File: src/rtl/core/bfca_pkg.sv
// Shared types and constants for the best-fit coalescing allocator.
// No dependencies.
package bfca_pkg;

  localparam int FIELD_BITS = 48;

  // Result status codes
  localparam logic [1:0] STATUS_OK   = 2'd0;
  localparam logic [1:0] STATUS_OOM  = 2'd1;
  localparam logic [1:0] STATUS_FULL = 2'd2;

  // Request types
  localparam logic REQ_ALLOC   = 1'b0;
  localparam logic REQ_RELEASE = 1'b1;

  // Register indexes (paddr[3])
  localparam logic REG_POOL_BASE = 1'b0;
  localparam logic REG_POOL_SIZE = 1'b1;

  typedef struct packed {
    logic                  req_type;
    logic [FIELD_BITS-1:0] req_size;
    logic [FIELD_BITS-1:0] req_address;
  } req_t;

  typedef struct packed {
    logic [FIELD_BITS-1:0] granted_address;
    logic [1:0]            status;
    logic [FIELD_BITS-1:0] free_total;
  } rsp_t;

  typedef struct packed {
    logic init;
    logic wr;
    logic inv;
    logic shift;
  } cell_ctrl_t;

  typedef enum logic [1:0] {
    ST_IDLE,
    ST_SCAN,
    ST_DECIDE
  } state_t;

endpackage

File: src/rtl/core/bfca_cell.sv
// One free-range table entry of the ring: base, length, valid.
// Depends on bfca_pkg.
module bfca_cell
  import bfca_pkg::*;
#(
  parameter int AW = 48
) (
  input  logic          clk,
  input  logic          rst,
  input  cell_ctrl_t    ctrl,
  input  logic [AW-1:0] init_base,
  input  logic [AW-1:0] init_len,
  input  logic          init_valid,
  input  logic [AW-1:0] wr_base,
  input  logic [AW-1:0] wr_len,
  input  logic [AW-1:0] shift_base,
  input  logic [AW-1:0] shift_len,
  input  logic          shift_valid,
  output logic [AW-1:0] base,
  output logic [AW-1:0] len,
  output logic          valid
);

  always_ff @(posedge clk) begin
    if (rst) begin
      valid <= 1'b0;
    end else if (ctrl.init) begin
      base  <= init_base;
      len   <= init_len;
      valid <= init_valid;
    end else if (ctrl.wr) begin
      base  <= wr_base;
      len   <= wr_len;
      valid <= 1'b1;
    end else if (ctrl.inv) begin
      valid <= 1'b0;
    end else if (ctrl.shift) begin
      base  <= shift_base;
      len   <= shift_len;
      valid <= shift_valid;
    end
  end

endmodule
File: config.mk
export PLATFORM = sky130hd
export DESIGN_NAME = bfca_cell
export DESIGN_NICKNAME = d
export VERILOG_FILES = /design/src/rtl/core/bfca_pkg.sv /design/src/rtl/core/bfca_cell.sv
export SDC_FILE = /design/constraint.sdc
export NUM_CORES = 1
export LEC_CHECK = 0
export ABC_CLOCK_PERIOD_IN_PS = 7400
export BUFFER_PORTS_ARGS = -buffer_cell sky130_fd_sc_hd__clkbuf_2
export CAP_MARGIN = 0
export CORE_AREA = 4 4 151 153
export CTS_BUF_LIST = sky130_fd_sc_hd__clkbuf_4 sky130_fd_sc_hd__clkbuf_8 sky130_fd_sc_hd__clkbuf_16
export DETAILED_ROUTE_END_ITERATION = 7
export DIE_AREA = 0 0 155 157
export PLACE_DENSITY = 0.56
export SLEW_MARGIN = 40
export SYNTH_ARGS = -nofsm -noshare
export SYNTH_HDL_FRONTEND = slang
export SYNTH_SLANG_ARGS = --single-unit
File: constraint.sdc
create_clock -name clk -period 7.4 [get_ports clk]
set_input_delay 0.74 -clock clk [delete_from_list [all_inputs] [get_ports clk]]
set_output_delay 0.74 -clock clk [all_outputs]
set_load 0.01 [all_outputs]
==> metrics.csv <==
metric,value,unit
Initial DRC Count,189,
slew of the pin with the lowest slew margin,0.812,ns
status,finished clean,
Synth Instances,424,
Power per Cell Area,194,mW/mm^2
hold crit path type,input port to flip-flop,
# DRC,0,
CTS-repair resized insts,0,
Die Y,157,um
switching power,0.362,mW
HPWL after DPL,12900,um
share of layout cells above drive strength 1,51.4,%
clock power share,32.6,%
Port Buffers,392,
Comb power frac,19.7,%
die width,155,um
GRT overflow,0,
RSZ-0062 raised after global routing,false,
vias per inst,4.15,
largest net degree at the start of global routing,108,
most frequent cells in the layout,"390 x clkbuf_2, 97 x mux2i_1, 96 x nand2_1, 96 x edfxtp_1, 66 x o21ai_0",
maximum VDD drop,108,uV
Diodes inserted,0,
vias in the first global route,4332,
area of the multi-input gates,0.00186,sq mm
r2r endpoint,valid,
commonest register cell after synthesis,edfxtp_1,
Final Cycle Share,40.5,%
nets,1096,
DR WL/cell,14.5,um
R2R depth,3,
Worst Path Required,7.37,ns
sequential group share of total power,47.7,%
clock latency on the worst-skew pair,0.34,ns
final setup fails,0,
CTS Buffer Depth,2,
Layout Skew,0,ns
core region area,0.0216,sq mm
end of the worst hold path,valid,
WL final,15700,um
Clock transition at path regs,0.07,ns
met3 GRT Util,3.66,%
grt met1 use,13.0,%
Worst Slack Setup Final,4.40,ns
Slew Limit Fails,0,
first-pass GRT wire length,22900,um
H-tree depth,3,
"Cell Area, Synth",0.00494,sq mm
sum of negative setup slack,0,ns
Rows,54,
register area,0.00290,sq mm
clock sink count,97,
internal cell power,1.08,mW
Yosys top cell area share,58.3,%
Initial Util,22.9,%
"Cell Area, Placed",0.00711,sq mm
synth top area cells,"edfxtp_1 58%, mux2i_1 20%, nand2_1 7.3%",
io pins,393,
antenna violations before repair,0,
Layout area overhead,50.3,%
FMAX,333,MHz
hold_buf cts,0,
Final Instance Area,0.00743,sq mm
Post-Syn Area per Cell,11.7,sq um
Place WS,3.93,ns
Yosys top cell by area,edfxtp_1,
Period minus WS final,3.00,ns
Antenna Violating Nets Remaining,0,
CP endpoint kind,flip-flop,
drt first pass iters,4,
RR Startpoint,valid,
worst rel slew slack,45.8,%
FILL cells,2241,
Inserted Clock Buffers,9,
CTS root buf,clkbuf_16,
worst setup path startpoint,ctrl[2],
Pwr Total,1.44,mW
register bit total from synthesis,97,
gr usage total,12.0,%
"EDFF count, synth",96,
Synth cell types,17,
async set-reset flop share out of synthesis,0,%
"most common cell after layout, fill and taps aside",clkbuf_2,
warning count from the yosys run,0,
routed via count,4499,
Critical Path Source Type,input port,
critical path class,input port to flip-flop,
R2R setup slack,6.60,ns
Post-Syn Nets,720,
GR peak layer,met2,
leak pwr,3.65,nW
"Seq/Total Area, Yosys",58.7,%
M2 GR Usage,22.6,%
final hold violations,0,
maxcap violations,0,
WP data arrival,2.97,ns
CTS tree,yes,
die area,0.0243,sq mm
Switching Fraction,25.1,%
Setup Buffers After CTS,0,
maximum fanout along the worst path,52,
hold depth,2,
gpl congestion,0.764,
HP Start,rst,
-- metal layers --
metal | vias to the layer above | share of wire, %
met3 | 12 | 8.6
met5 | - | 0
met1 | 1989 | 37
met4 | 0 | 1.3
met2 | 203 | 53
li1 | 2295 | -
-- area by class of cell --
type	instances	area share, %
Sequential cell	97	39.1
Clock inverter	4	0.724
Clock buffer	12	3.33
Timing Repair Buffer	397	27.2
Multi-Input combinational cell	295	25.0
Tap cell	280	4.71
-- cell families after synthesis --
group	share of synthesized area, %
buf+inv	3.97
compound gates	9.97
flops	58.7
mux	19.6
simple gates	7.72
-- flip-flops by register name (all words and copies together) (netlist names) --
signal,cells
len,48
valid,1
base,48
-- power by group through the flow --
stage	sequential, mW	combinational, mW	clock, mW
4_1_cts	0.690	0.292	0.493
3_5_place_dp	0.702	0.292	0
3_3_place_gp	0.700	0.290	0
6_report	0.689	0.284	0.471
2_1_floorplan	0.738	0.0971	0
5_1_grt	0.694	0.316	0.513
-- worst max-delay path by stage --
stage                     to  slack, ns  depth (start not counted)
floorplan            base[0]       1.08                          4
global placement     len[21]       3.98                          5
detailed placement  base[26]       3.93                          5
CTS                  len[20]       4.32                          5
global route         len[20]       4.24                          5
finish              base[25]       4.40                          5
-- synth_stat cells, types with 3 or more instances --
cell and n:
o21ai_1 30, mux2i_1 97, clkbuf_1 16, buf_2 4, o21ai_0 66, buf_8 3, nand2_1 96, buf_4 8
edfxtp_1 96
-- metrics by stage --
step / hold slack (ns) / utilization, % / instances
finish: 0.639 / 34.5 / 1085
floorplan: 0.639 / - / 424
detailed placement: 0.647 / 33.0 / 1068
CTS: 0.625 / 34.4 / 1084
global route: 0.632 / 34.5 / 1085
global placement: 0.641 / 33.0 / 1068
-- worst max-delay path, stage by stage --
cell and delay, ns:
buf_4 0.59, nor2_1 0.21, a21oi_4 0.15, buf_4 0.48, buf_4 0.65
No activity file was read; power rests on OpenSTA's default activity.
